### config.mk
export PLATFORM = sky130hd
export DESIGN_NAME = smbpec_check_stage
export DESIGN_NICKNAME = d
export VERILOG_FILES = /design/src/smbpec_pkg.sv /design/src/smbpec_check_stage.sv
export SDC_FILE = /design/constraint.sdc
export NUM_CORES = 1
export LEC_CHECK = 0
export BUFFER_PORTS_ARGS = -buffer_cell sky130_fd_sc_hd__buf_2
export CORE_MARGIN = 8
export CORE_UTILIZATION = 45
export CTS_CLUSTER_SIZE = 40
export DETAILED_ROUTE_END_ITERATION = 8
export MAX_ROUTING_LAYER = met4
export PLACE_DENSITY = 0.73
export SLEW_MARGIN = 30
export SYNTH_ARGS = -nofsm -noshare
export SYNTH_HDL_FRONTEND = slang
export SYNTH_SLANG_ARGS = --single-unit
export TNS_END_PERCENT = 100
### constraint.sdc
create_clock -name clk -period 2.9 [get_ports clk]
set_input_delay 0.29 -clock clk [delete_from_list [all_inputs] [get_ports clk]]
set_output_delay 0.29 -clock clk [all_outputs]
set_load 0.005 [all_outputs]
### src/smbpec_pkg.sv
`default_nettype none

package smbpec_pkg;

  localparam int unsigned ADDR_W = 7;
  localparam int unsigned BYTE_W = 8;
  localparam int unsigned REG_ADDR_W = 24;

  localparam logic [BYTE_W-1:0] CRC_POLY = 8'h07;
  localparam logic [BYTE_W-1:0] CRC_INIT = 8'h00;

  localparam logic [ADDR_W-1:0] DEVICE_ADDRESS_RESET = 7'd1;
  localparam logic [BYTE_W-1:0] PAYLOAD_LEN_RESET = 8'd4;

  typedef enum logic {
    KIND_START = 1'b0,
    KIND_BYTE  = 1'b1
  } kind_t;

  typedef enum logic {
    CFG_DEVICE_ADDRESS = 1'b0,
    CFG_PAYLOAD_LEN    = 1'b1
  } cfg_index_t;

  typedef struct packed {
    kind_t                 kind;
    logic [REG_ADDR_W-1:0] register_address;
    logic [BYTE_W-1:0]     rx_byte;
  } request_t;

  typedef struct packed {
    logic [BYTE_W-1:0] data_byte;
    logic              check_done;
    logic              pec_match;
  } result_t;

  typedef struct packed {
    logic [ADDR_W-1:0] device_address;
    logic [BYTE_W-1:0] payload_len;
  } cfg_t;

  function automatic logic [BYTE_W-1:0] crc8_fold(input logic [BYTE_W-1:0] crc,
                                                  input logic [BYTE_W-1:0] data);
    logic [BYTE_W-1:0] v;
    v = crc ^ data;
    for (int i = 0; i < BYTE_W; i++) begin
      if (v[BYTE_W-1]) begin
        v = {v[BYTE_W-2:0], 1'b0} ^ CRC_POLY;
      end else begin
        v = {v[BYTE_W-2:0], 1'b0};
      end
    end
    return v;
  endfunction

endpackage

`default_nettype wire

### src/smbpec_check_stage.sv
`default_nettype none

module smbpec_check_stage (
  input  wire logic                 clk,
  input  wire logic                 rst,
  input  wire logic                 fire,
  input  wire smbpec_pkg::request_t req,
  input  wire smbpec_pkg::cfg_t     cfg,
  output logic                      has_result,
  output smbpec_pkg::result_t       result
);

  logic [smbpec_pkg::BYTE_W-1:0] crc_accum;
  logic [smbpec_pkg::BYTE_W-1:0] crc_accum_next;
  logic [smbpec_pkg::BYTE_W-1:0] bytes_seen;
  logic [smbpec_pkg::BYTE_W-1:0] bytes_seen_next;
  logic                          in_transaction;
  logic                          in_transaction_next;
  logic [smbpec_pkg::BYTE_W-1:0] addr_w;
  logic [smbpec_pkg::BYTE_W-1:0] seed;

  assign addr_w = {cfg.device_address, 1'b0};

  always_comb begin
    seed = smbpec_pkg::crc8_fold(smbpec_pkg::CRC_INIT, addr_w);
    seed = smbpec_pkg::crc8_fold(seed, req.register_address[23:16]);
    seed = smbpec_pkg::crc8_fold(seed, req.register_address[15:8]);
    seed = smbpec_pkg::crc8_fold(seed, req.register_address[7:0]);
    seed = smbpec_pkg::crc8_fold(seed, addr_w | 8'h01);
  end

  always_comb begin
    crc_accum_next      = crc_accum;
    bytes_seen_next     = bytes_seen;
    in_transaction_next = in_transaction;
    has_result          = 1'b0;
    result              = '0;
    if (req.kind == smbpec_pkg::KIND_START) begin
      crc_accum_next      = seed;
      bytes_seen_next     = '0;
      in_transaction_next = 1'b1;
    end else if (in_transaction) begin
      has_result = 1'b1;
      if (bytes_seen < cfg.payload_len) begin
        crc_accum_next   = smbpec_pkg::crc8_fold(crc_accum, req.rx_byte);
        bytes_seen_next  = bytes_seen + 8'd1;
        result.data_byte = req.rx_byte;
      end else begin
        result.check_done   = 1'b1;
        result.pec_match    = (req.rx_byte == crc_accum);
        in_transaction_next = 1'b0;
      end
    end
  end

  always_ff @(posedge clk) begin
    if (rst) begin
      crc_accum      <= smbpec_pkg::CRC_INIT;
      bytes_seen     <= '0;
      in_transaction <= 1'b0;
    end else if (fire) begin
      crc_accum      <= crc_accum_next;
      bytes_seen     <= bytes_seen_next;
      in_transaction <= in_transaction_next;
    end
  end

endmodule

`default_nettype wire

### Word level (Yosys, flattened, before mapping)

Index checks and enable logic that the tools add are counted.

* bits in registers: 17
* bits of input ports: 51
* output and inout bits: 11
* logic and storage cells: 146

* add/sub/neg operators: 1
* magnitude comparators: 1
* equality and inequality tests: 3
* mux-type cells: 84
* bitwise operators: 53
* reductions and logical operators: 1

Operators by type and width (count)
* two-way mux 8 bit: 28
* two-way mux 3 bit: 48
* inverter 3 bit: 48
* bitwise XOR 8 bit: 5
* two-way mux 10 bit: 2
* adder 8 x 1 -> 8 bit (second input constant): 1
* equality test 8 bit: 1
* < comparator 8 bit: 1
* two-way mux 1 bit: 5
* inequality test 2 x 1 -> 1 bit (second input constant): 2
* AND reduction 3 bit: 1
* two-way mux 2 bit: 1

### Logic depth before layout (Yosys ltp)

Gate-level depths: netlist (run 1).

* word-level depth: 85
* gate-level depth with buffers: 11
* depth with buffers taken out: 11

### Worst setup path after synthesis (run 1)

OpenSTA, ideal clock, no wires.

* path kind: input to register
* start point: in cfg[10] in the netlist's numbering
* end point: reg crc_accum[2] in the netlist's numbering
* setup time: 58 ps
* data arrival time: 2768 ps
* data required time: 2842 ps
* path slack: 75 ps
* stages: 11
* buffers on the path: 1
* cell sequence: buf_4 > xnor2_2 > xnor3_2 > xnor2_2 > xnor2_1 > xor3_1 > xnor2_1 > xnor2_1 > xnor2_1 > a221oi_2 > o21a_1

* word-level cells in the longest chain between the ends: 21
* elaborated cells between the ends (all ways): 55
* classes of those cells: mux (29); bitwise (26)

Ends and longest elaborated chain
* start, declared: RTL line smbpec_check_stage.sv:8 `input wire smbpec_pkg::cfg_t cfg,`
* two-way mux 3 bit (*): RTL line smbpec_pkg.sv:47 `if (v[BYTE_W-1]) begin`
* bitwise XOR 8 bit (*): RTL line smbpec_pkg.sv:45 `v = crc ^ data;`
* two-way mux 3 bit: RTL line smbpec_pkg.sv:47
* bitwise XOR 8 bit (*): RTL line smbpec_pkg.sv:45
* two-way mux 3 bit: RTL line smbpec_pkg.sv:47
* two-way mux 3 bit, or another cell as far along: RTL line smbpec_pkg.sv:47
* inverter 3 bit (no source line) or two-way mux 3 bit (tied branches)
* two-way mux 3 bit, or another cell as far along: RTL line smbpec_pkg.sv:47
* (+5 left out)
* two-way mux 3 bit, or another cell as far along: RTL line smbpec_pkg.sv:47
* bitwise XOR 8 bit (*): RTL line smbpec_pkg.sv:45
* two-way mux 3 bit, or another cell as far along: RTL line smbpec_pkg.sv:47
* inverter 3 bit (no source line) or two-way mux 3 bit (tied branches)
* two-way mux 3 bit, or another cell as far along: RTL line smbpec_pkg.sv:47
* inverter 3 bit (no source line) or two-way mux 3 bit (tied branches)
* two-way mux 3 bit (*): RTL line smbpec_pkg.sv:47
* two-way mux 8 bit (*): RTL line smbpec_check_stage.sv:38 `if (req.kind == smbpec_pkg::KIND_START) begin`
* end signal, assigned: RTL line smbpec_check_stage.sv:58 `crc_accum <= smbpec_pkg::CRC_INIT;`
* end signal, assigned: RTL line smbpec_check_stage.sv:62 `crc_accum <= crc_accum_next;`
* end, declared: RTL line smbpec_check_stage.sv:13 `logic [smbpec_pkg::BYTE_W-1:0] crc_accum;`

Mark *: on every way between the ends. The rest lies on a longest branch, timed or not.
A chain may end at the register's enable or synchronous reset.

==> impl_metrics.yaml, run 1 <==
run_status:
  status: "complete, no violations"
sta:
  grt_setup_unrepaired: "false"
  relSlewSlack_pct: 70.58
  setup_viol: 0
  fin_skew_ps: 5.227
  min_period_ps: 2751
  finalCritPeriodShare_pct: 94.88
  max_clock_freq_mhz: 363.4
  worst_slew_pin_slew_ps: 436.6
  slew_violations: 0
  finalHoldViolations: 0
hold_path:
  hold_class: "input pin to flop"
run:
  cap_viol_max_count: 0
worst_setup_path:
  crit_path_end_kind: "output pin"
  crit_family: "compound AO/OA/AOI/OAI gates"
  critPathRequiredTime_ps: 2610
  cp_max_fo: 5
  critPathLaunchType: "flop"
  path_cells: "ha_4 > a21o_1 > a21o_1 > a21o_1 > a21o_1 > a2111oi_4 > nor2_2 > nor2_2 > buf_6 > and2_4 > buf_2"
  cp_slowest_cell: "a2111oi_4"
  crit_buf_inv: 2
  slowest_delay_ps: 380
  crit_top_cell: "a21o_1"
  critical_path_class: "flop to output pin"
  critical_path_arrival_ps: 2460
synthesis:
  synth_compound_area_share_pct: 10.57
  syn_nets: 309
  ys_types: 39
  yosysTopAreaCell: "xnor2_1"
  ys_seq_area_share_pct: 14.82
  synthMuxAreaShare_pct: 1.308
  ys_top_cells_by_count: "xnor2_1, xor2_1, nor2_1"
  yosysTopAreaCellShare_pct: 27.85
  netlist_instances: 247
  synth_fa_ha_area_share_pct: 5.995
  synthArstFlopShare_pct: 0
  yosysMostFrequentCell: "xnor2_1"
  yosys.area_share.simple_pct: 10.57
  yosysWarnings: 0
  synth_top_family_by_area: "XOR/XNOR gates"
  synth_edf_count: 0
  ys_seq_elements: 17
  synth_area_per_cell_um2: 9.295
  ys_top_cells_by_area: "xnor2_1, dfxtp_1, xnor3_1"
  syn_area_um2: 2296
  synth_flop_cell: "dfxtp_1"
  synth_xor_area_share_pct: 53.02
final_layout:
  seqCellArea_um2: 341.6
  stdcell_area_um2: 2930
  drive_gt1_share_pct: 33.03
  fillers: 450
  multi_input_area_um2: 1906
  area_growth_pct: 27.63
  diodes: 0
  fin_nets: 390
route:
  drc: 0
  post_drt_wl_per_cell_um: 13.42
  viasPerCell: 4.804
  wl_um: 5327
  vias: 1907
  drt-initial-drc-count: 68
  drt_pre_antenna_iters: 4
  antenna_left: 0
clock_network:
  clock_latency_ps: 260
  ctsHoldBuffers: 0
  clockRootBuffer: "clkbuf_8"
  cts_tree: "built"
  htreeDepth: 1
  cts_buffer_depth: 2
  numCtsBuffers: 3
  post_cts_buffers: 0
  clkSinkCount: 17
  clkTransAtPathRegs_ps: 80
power_and_ir_drop:
  power_mw: 2.866
  p_leak_nw: 1.382
  max-vdd-ir-drop_v: 0.0008167
  power-per-cell-area_nw_per_um2: 978.1
placement:
  post_dp_cell_area_um2: 2826
  dpl.hpwl_um: 4510
  gp_congestion: 0.8310
  port_buffers: 61
floorplanning:
  coreArea_um2: 5010
  dieArea_um2: 7644
  num_io_pins: 62
  die_y_um: 87.43
  die_w_um: 87.43
  start_util_pct: 45.83
  rows: 26
global_routing:
  grt_max_degree: 18
  grt_pass1_vias: 1966
  antenna_found_initial: 0
  overflow: 0
  grtUsageTotal_pct: 14.40
  grt_pass1_wl_um: 8638
-- cells by family after synthesis --
group / Yosys count
fa+ha+maj: 11
flops: 17
xor+xnor: 113
buf+inv: 20
simple gates: 49
mux: 3
compound gates: 34
-- final cells by class --
class                   instances  area share [%]
clock inverters                 1          0.1708
clock buffers                   3           1.409
multi-input cells             210           65.03
well taps                      70           2.989
flip-flops and latches         17           11.66
inverters                      12           1.537
repair buffers                 84           17.21
-- sequential cells by signal (all words and copies together), names as in the netlist --
register        cells
bytes_seen          8
crc_accum           8
in_transaction      1
-- per-stage QoR --
step	util (%)	hold slack [ps]	cells	setup slack, ps	setup TNS [ps]
2_1_floorplan	-	440.1	247	74.68	0
3_3_place_gp	56.42	457.8	392	8.703	0
3_5_place_dp	56.42	462.4	392	-45.17	-45.17
4_1_cts	57.59	364.6	396	11.49	0
5_1_grt	58.49	377.6	397	24.07	0
6_report	58.49	362.9	397	148.6	0
-- power by group --
part | switching [mW] | internal (mW)
registers | 0.0269 | 0.272
clock network | 0.0906 | 0.0955
logic | 1.07 | 1.32
-- final timing paths --
path / start / endpoint / slack, ps / cells past startpoint
worst max-delay path: bytes_seen[1] / result[2] / 150 / 11
worst min-delay path: rst / crc_accum[6] / 360 / 2
worst max register to register: bytes_seen[1] / crc_accum[3] / 330 / 11
worst min register to register: crc_accum[1] / crc_accum[1] / 470 / 2
-- repair_timing --
| item | CTS | global route |
|---|---|---|
| resized for setup | 1 | 11 |
| cloned | 0 | 1 |
| endpoints found under the hold margin | 0 | 0 |
| pin swaps | 0 | 6 |
| setup endpoints to repair | 8 | 8 |
-- cells in the final DEF (no fill, tap or decap), types with 2 or more instances in the layout --
cell	synthesis	final
nand2_1	8	8
nor3_1	2	2
buf_6	0	3
buf_2	2	60
mux2i_1	3	3
a32oi_1	2	2
xnor2_1	73	73
nand3_1	2	2
and4_1	2	2
xnor3_1	10	10
ha_1	11	10
and2_1	10	8
o211ai_1	2	2
xor2_1	20	20
and2_4	0	2
o21a_1	2	2
a21oi_1	11	11
nor2_2	0	2
nor2_1	18	16
dfxtp_1	17	16
clkbuf_8	0	3
buf_4	2	20
o21ai_0	2	2
a21o_1	5	5
inv_1	12	12
a211oi_1	5	5
xnor2_2	7	7
or2_2	2	2
-- routing by layer --
layer	track usage [%]	part of all wire, %	vias up
met3	2.358	4.4	8
met2	24.79	49	56
met1	17.38	46	864
li1	-	-	979
met5	-	0	-
met4	2.344	0.77	0
No activity file was read; power rests on OpenSTA's default activity.
==> inputs of run 2 (changes only) <==
--- a/config.mk
+++ b/config.mk
@@ -5,13 +5,14 @@
 export SDC_FILE = /design/constraint.sdc
 export NUM_CORES = 1
 export LEC_CHECK = 0
+export ABC_AREA = 1
 export BUFFER_PORTS_ARGS = -buffer_cell sky130_fd_sc_hd__buf_2
 export CORE_MARGIN = 8
 export CORE_UTILIZATION = 45
 export CTS_CLUSTER_SIZE = 40
 export DETAILED_ROUTE_END_ITERATION = 8
 export MAX_ROUTING_LAYER = met4
-export PLACE_DENSITY = 0.73
+export PLACE_DENSITY = 0.7
 export SLEW_MARGIN = 30
 export SYNTH_ARGS = -nofsm -noshare
 export SYNTH_HDL_FRONTEND = slang
==> run 2 against run 1 <==
  * Non-clock buffer count decreased by 22
  * Worst setup slack improved by 230 ps
  * Register-to-register slack improved by 50 ps
  * Critical path depth increased by 11
  * Final area increased by 18%
  * First-iteration DRC count increased by 43%
  * Sequential share of layout area decreased by 1.8 points
  * Worst hold slack got worse by 140 ps
==> impl_metrics.yaml, run 2 <==
clock_network:
  post_cts_resized: 0
  cts_buffer_depth: 2
  clock_latency_ps: 250
  cts_tree: "built"
  clkTransAtPathRegs_ps: 70
  numCtsBuffers: 3
  clkSinkCount: 17
  clockRootBuffer: "clkbuf_8"
  htreeDepth: 1
  ctsHoldBuffers: 0
  post_cts_buffers: 0
floorplanning:
  start_util_pct: 45.29
  die_y_um: 97.78
  die_w_um: 97.78
  rows: 30
  num_io_pins: 62
  coreArea_um2: 6644
  dieArea_um2: 9560
final_layout:
  final_common_cell: "nand2_1"
  fin_nets: 664
  drive_gt1_share_pct: 22.46
  diodes: 0
  final_cell_mix: "nand2_1, nand3_1, inv_1, buf_2, nand2_2"
  area_growth_pct: 14.76
  reg.largest.list: "bytes_seen x8, crc_accum x8, in_transaction x1"
worst_setup_path:
  crit_family: "simple AND/OR/NAND/NOR gates"
  crit_buf_inv: 5
  slowest_delay_ps: 230
  cp_slowest_cell: "xor2_4"
  critPathRequiredTime_ps: 3050
  crit_top_cell: "nand2_1"
  cp_max_fo: 5
  path_cells: "buf_2 > inv_1 > nand2_1 > nand2_1 > nand2_1 > nand2_2 > xor2_2 > xor2_1 > inv_1 > nand2_1 > nand2_1 > inv_2 > nand2_1 > nand2_1 > nand2_1 > nand2_1 > xor2_4 > nand3_1 > nand3_1 > o21ai_1 > o21bai_1 > inv_1"
  critPathLaunchType: "input pin"
  critical_path_class: "input pin to flop"
  rrSetupSlack_ps: 380
  critical_path_arrival_ps: 2670
  crit_path_end_kind: "flop"
route:
  antenna_left: 0
  wl_um: 7499
  drc: 0
  viasPerCell: 4.894
  post_drt_wl_per_cell_um: 11.01
  wl_met2_um: 3721
  routed.top_layer: "met4"
  vias: 3333
  wl_met1_um: 3367
  wl_met3_um: 275
  drt_pre_antenna_iters: 4
  drt-initial-drc-count: 97
synthesis:
  ys_seq_area_share_pct: 11.31
  yosysTopAreaCell: "nand2_1"
  syn_nets: 601
  yosysMostFrequentCell: "nand2_1"
  synth_edf_count: 0
  ys_types: 37
  netlist_instances: 539
  yosysWarnings: 0
  syn_area_um2: 3009
  ys_seq_elements: 17
  synthArstFlopShare_pct: 0
  yosysTopAreaCellShare_pct: 25.07
  synth_area_per_cell_um2: 5.583
  synth_flop_cell: "dfxtp_1"
  ys_top_cells_by_area: "nand2_1, nand3_1, dfxtp_1"
  ys_top_cells_by_count: "nand2_1, nand3_1, inv_1"
placement:
  port_buffers: 61
  gp_congestion: 0.9278
  dpl.hpwl_um: 6667
power_and_ir_drop:
  intPower_mw: 0.8960
  pwr-share-seq_pct: 13.8
  p_leak_nw: 2.055
  p_clk_share_pct: 9.0
  max-vdd-ir-drop_v: 0.0001921
  swShare_pct: 54.29
  p_sw_mw: 1.064
  comb_power_share_pct: 77.2
  power-per-cell-area_nw_per_um2: 567.6
hold_path:
  hold_class: "input pin to flop"
global_routing:
  grt_max_degree: 12
  grt_pass1_wl_um: 13380
  grtUsageTotal_pct: 16.45
  grt_pass1_vias: 3116
  antenna_found_initial: 0
  overflow: 0
sta:
  finalHoldViolations: 0
  fin_skew_ps: 4.782
  grt_setup_unrepaired: "false"
  min_period_ps: 2520
  setup_tns_ps: 0
  relSlewSlack_pct: 71.76
  finalCritPeriodShare_pct: 86.89
  setup_viol: 0
  holdWs_ps: 220.5
  slew_violations: 0
  worst_slew_pin_slew_ps: 420.6
  max_clock_freq_mhz: 396.9
run_status:
  status: "complete, no violations"
run:
  cap_viol_max_count: 0
==> run 2: changes by cell type after synthesis, sizes merged, moves of 5 or more <==
cell / delta
inv: +65
nand3: +74
nand3b: +5
o21ai: +12
xnor2: -66
xnor3: -11
and2: -10
a21oi: +8
xor2: -5
nand2: +232
==> run 2: power by group through the flow <==
| stage | combinational [mW] | sequential (mW) | clock (mW) |
|---|---|---|---|
| 4_1_cts | 1.51 | 0.270 | 0.183 |
| 6_report | 1.51 | 0.271 | 0.177 |
| 3_3_place_gp | 1.48 | 0.275 | 0 |
| 3_5_place_dp | 1.50 | 0.276 | 0 |
| 2_1_floorplan | 1.22 | 0.272 | 0 |
| 5_1_grt | 1.74 | 0.273 | 0.191 |
==> run 2: final cells by class <==
class / instances / area [um2]
Fill cell: 712 / 3191
Multi-Input combinational cell: 439 / 2355
Sequential cell: 17 / 340.3
Timing Repair Buffer: 62 / 312.8
Inverter: 79 / 299.0
Tap cell: 80 / 100.1
Clock buffer: 3 / 41.29
Clock inverter: 1 / 5.005
==> run 2: per-layer routing <==
layer	GRT usage, %	vias to the layer above
met4	4.436	0
met5	-	-
met3	2.134	10
met1	18.22	1440
met2	30.10	55
li1	-	1828
==> run 2: worst paths after layout <==
path,from,end,cells after the start
min,rst,bytes_seen[1],2
min reg2reg,bytes_seen[5],bytes_seen[5],1
max reg2reg,bytes_seen[1],bytes_seen[7],14
max,cfg[8],crc_accum[0],22
==> run 2: cells by family (layout without fill, tap and decap cells) <==
kind of cell | Yosys count | in the layout | synth area share [%]
compound gates | 43 | 43 | 8.151
xor+xnor | 30 | 30 | 9.480
fa+ha+maj | 11 | 11 | 4.574
buf+inv | 83 | 145 | 10.81
flops | 17 | 17 | 11.31
simple gates | 355 | 355 | 55.68
==> run 2: metrics by stage <==
step                setup slack (ps)  cell area [um2]  total power [mW]  std cells  util [%]
finish                         380.2             3453             1.960        681     51.98
global placement               88.02             3396             1.753        677     51.11
floorplan                      499.2             3009             1.493        539         -
detailed placement             78.63             3396             1.775        677     51.11
CTS                            328.5             3442             1.960        681     51.81
global route                   27.82             3453             2.207        681     51.98
==> inputs of run 3 (changes only) <==
--- a/config.mk
+++ b/config.mk
@@ -11,7 +11,6 @@
 export CORE_UTILIZATION = 45
 export CTS_CLUSTER_SIZE = 40
 export DETAILED_ROUTE_END_ITERATION = 8
-export MAX_ROUTING_LAYER = met4
 export PLACE_DENSITY = 0.7
 export SLEW_MARGIN = 30
 export SYNTH_ARGS = -nofsm -noshare
==> constraint.sdc (replaced) <==
create_clock -name clk -period 2.1 [get_ports clk]
set_input_delay 0.21 -clock clk [delete_from_list [all_inputs] [get_ports clk]]
set_output_delay 0.21 -clock clk [all_outputs]
set_load 0.005 [all_outputs]
==> run 3 against run 2 <==
  * The flow now finishes with violations (negative setup slack)
  * Global-route usage up 1.3 points
  * Register-to-register slack worse by 390 ps
  * Sequential power up 38%
  * Total power up 110%
  * Non-clock buffer count up 46
  * Count of clock-buffer cells in the layout unchanged
  * Largest cell class unchanged
==> impl_metrics.yaml, run 3 (same netlist as run 2, synthesis figures left out) <==
run_status:
  status: "complete, but fails checks"
  violations: "negative setup slack"
clock_network:
  numCtsBuffers: 3
  clkTransAtPathRegs_ps: 70
  clockRootBuffer: "clkbuf_8"
  cts_buffer_depth: 2
  htreeDepth: 1
  clock_latency_ps: 250
  clkSinkCount: 17
  cts_tree: "built"
  ctsHoldBuffers: 0
sta:
  fin_skew_ps: 7.270
  setup_tns_ps: -1865
  slew_violations: 0
  finalHoldViolations: 0
  finalCritPeriodShare_pct: 114.1
  fin_ws_ps: -297.0
  min_period_ps: 2397
  setup_viol: 9
  worst_slew_pin_slew_ps: 404.8
  grt_setup_unrepaired: "true"
  max_clock_freq_mhz: 417.2
  relSlewSlack_pct: 72.82
  holdWs_ps: 143.7
route:
  vias: 3977
  antenna_left: 0
  wl_met3_um: 637
  viasPerCell: 5.470
  wl_met2_um: 6013
  drt_pre_antenna_iters: 5
  drt-initial-drc-count: 195
  routed.top_layer: "met4"
  wl_um: 11340
  post_drt_wl_per_cell_um: 15.59
  drc: 0
  wl_met1_um: 4186
worst_setup_path:
  rr_endpoint: "bytes_seen[7]"
  rrSetupSlack_ps: -10
  cp_max_fo: 6
  critical_path_class: "input pin to flop"
  ff2ff_path_depth: 14
  critPathLaunchType: "input pin"
  slowest_delay_ps: 150
  reg2reg_from: "bytes_seen[1]"
  critPathRequiredTime_ps: 2240
  cp_slowest_cell: "nand2_2"
  crit_top_cell: "nand2_1"
  crit_family: "simple AND/OR/NAND/NOR gates"
  crit_buf_inv: 3
  critical_path_arrival_ps: 2540
  crit_path_end_kind: "flop"
power_and_ir_drop:
  power_mw: 4.082
  swShare_pct: 54.73
  p_sw_mw: 2.234
  pwr-share-seq_pct: 9.2
  p_clk_share_pct: 5.9
  comb_power_share_pct: 84.9
  intPower_mw: 1.848
  p_leak_nw: 2.583
  max-vdd-ir-drop_v: 0.0004745
  power-per-cell-area_nw_per_um2: 814.6
global_routing:
  grt_max_degree: 11
  grtUsageTotal_pct: 17.71
  antenna_found_initial: 0
  overflow: 0
  grt_pass1_wl_um: 14620
  grt_pass1_vias: 3550
floorplanning:
  num_io_pins: 62
  coreArea_um2: 6644
  dieArea_um2: 9560
  die_y_um: 97.78
  rows: 30
  start_util_pct: 45.29
  die_w_um: 97.78
hold_path:
  hp-start: "rst"
  hold_class: "input pin to flop"
  worst_hold_path.endpoint: "bytes_seen[1]"
  whs_path_depth: 2
final_layout:
  stdcell_area_um2: 5011
  fin_nets: 710
  final_common_cell: "nand2_1"
  final_cell_mix: "nand2_1, nand2_2, buf_2"
  final_util_pct: 75.42
  diodes: 0
  area_growth_pct: 66.53
  drive_gt1_share_pct: 54.56
  reg.largest.list: "bytes_seen x8, crc_accum x8, in_transaction x1"
  fin_cells: 727
placement:
  dpl.hpwl_um: 6947
  gp_congestion: 0.8333
  dp.cells: 713
  post_dp_cell_area_um2: 3709
  port_buffers: 61
  pre_cts_ws_ps: -561.8
run:
  cap_viol_max_count: 0
## run 3: cell types whose count changed in the layout (fill, tap and decap cells not counted), moves of 18 or more
cell | before | now
nand3_2 | 2 | 25
nand2_1 | 201 | 107
nand2_4 | 10 | 49
nand3_1 | 71 | 30
nand2_2 | 29 | 76
nand3_4 | 3 | 21
buf_4 | 1 | 44
## run 3: power groups by stage
stage	Combinational, mW	Clock, mW	Sequential, mW
6_report	3.46	0.242	0.375
5_1_grt	3.78	0.252	0.377
4_1_cts	2.57	0.245	0.374
3_5_place_dp	2.31	0	0.381
3_3_place_gp	2.27	0	0.380
2_1_floorplan	1.74	0	0.375
## run 3: layout make-up
cell class,instances,area [um2]
Multi-Input combinational cell,439,3433
Fill cell,461,1633
Timing Repair Buffer,108,740.7
Inverter,79,349.1
Sequential cell,17,341.6
Tap cell,80,100.1
Clock buffer,3,41.29
Clock inverter,1,5.005
## run 3: metal layers
| metal | GRT usage, % | up-vias |
|---|---|---|
| li1 | - | 1914 |
| met1 | 18.60 | 1854 |
| met2 | 34.05 | 157 |
| met3 | 2.774 | 52 |
| met4 | 7.074 | 0 |
| met5 | 0 | - |
## run 3: worst register-to-register path, delay by kind of cell (launching register included)
kind | cells | cell delay (ps)
compound gates | 2 | 320
xor+xnor | 1 | 140
fa+ha+maj | 1 | 190
buf+inv | 1 | 70
flops | 1 | 350
simple gates | 9 | 930
## run 3: how the worst max path moves through the flow
stage,from,to,slack (ps),cells past startpoint
final,cfg[9],crc_accum[2],-300,25
after global routing,req[29],crc_accum[2],-490,24
after CTS,cfg[14],crc_accum[7],-100,23
after detailed placement,cfg[13],crc_accum[7],-560,23
after global placement,cfg[13],crc_accum[7],-520,23
after floorplan,cfg[11],crc_accum[7],-150,21
## run 3: repair_timing
action	in CTS	in global routing
endpoints found under the setup margin	10	15
cloned	0	0
gates resized for setup	100	188
pin swaps	47	64
setup buffers	5	5
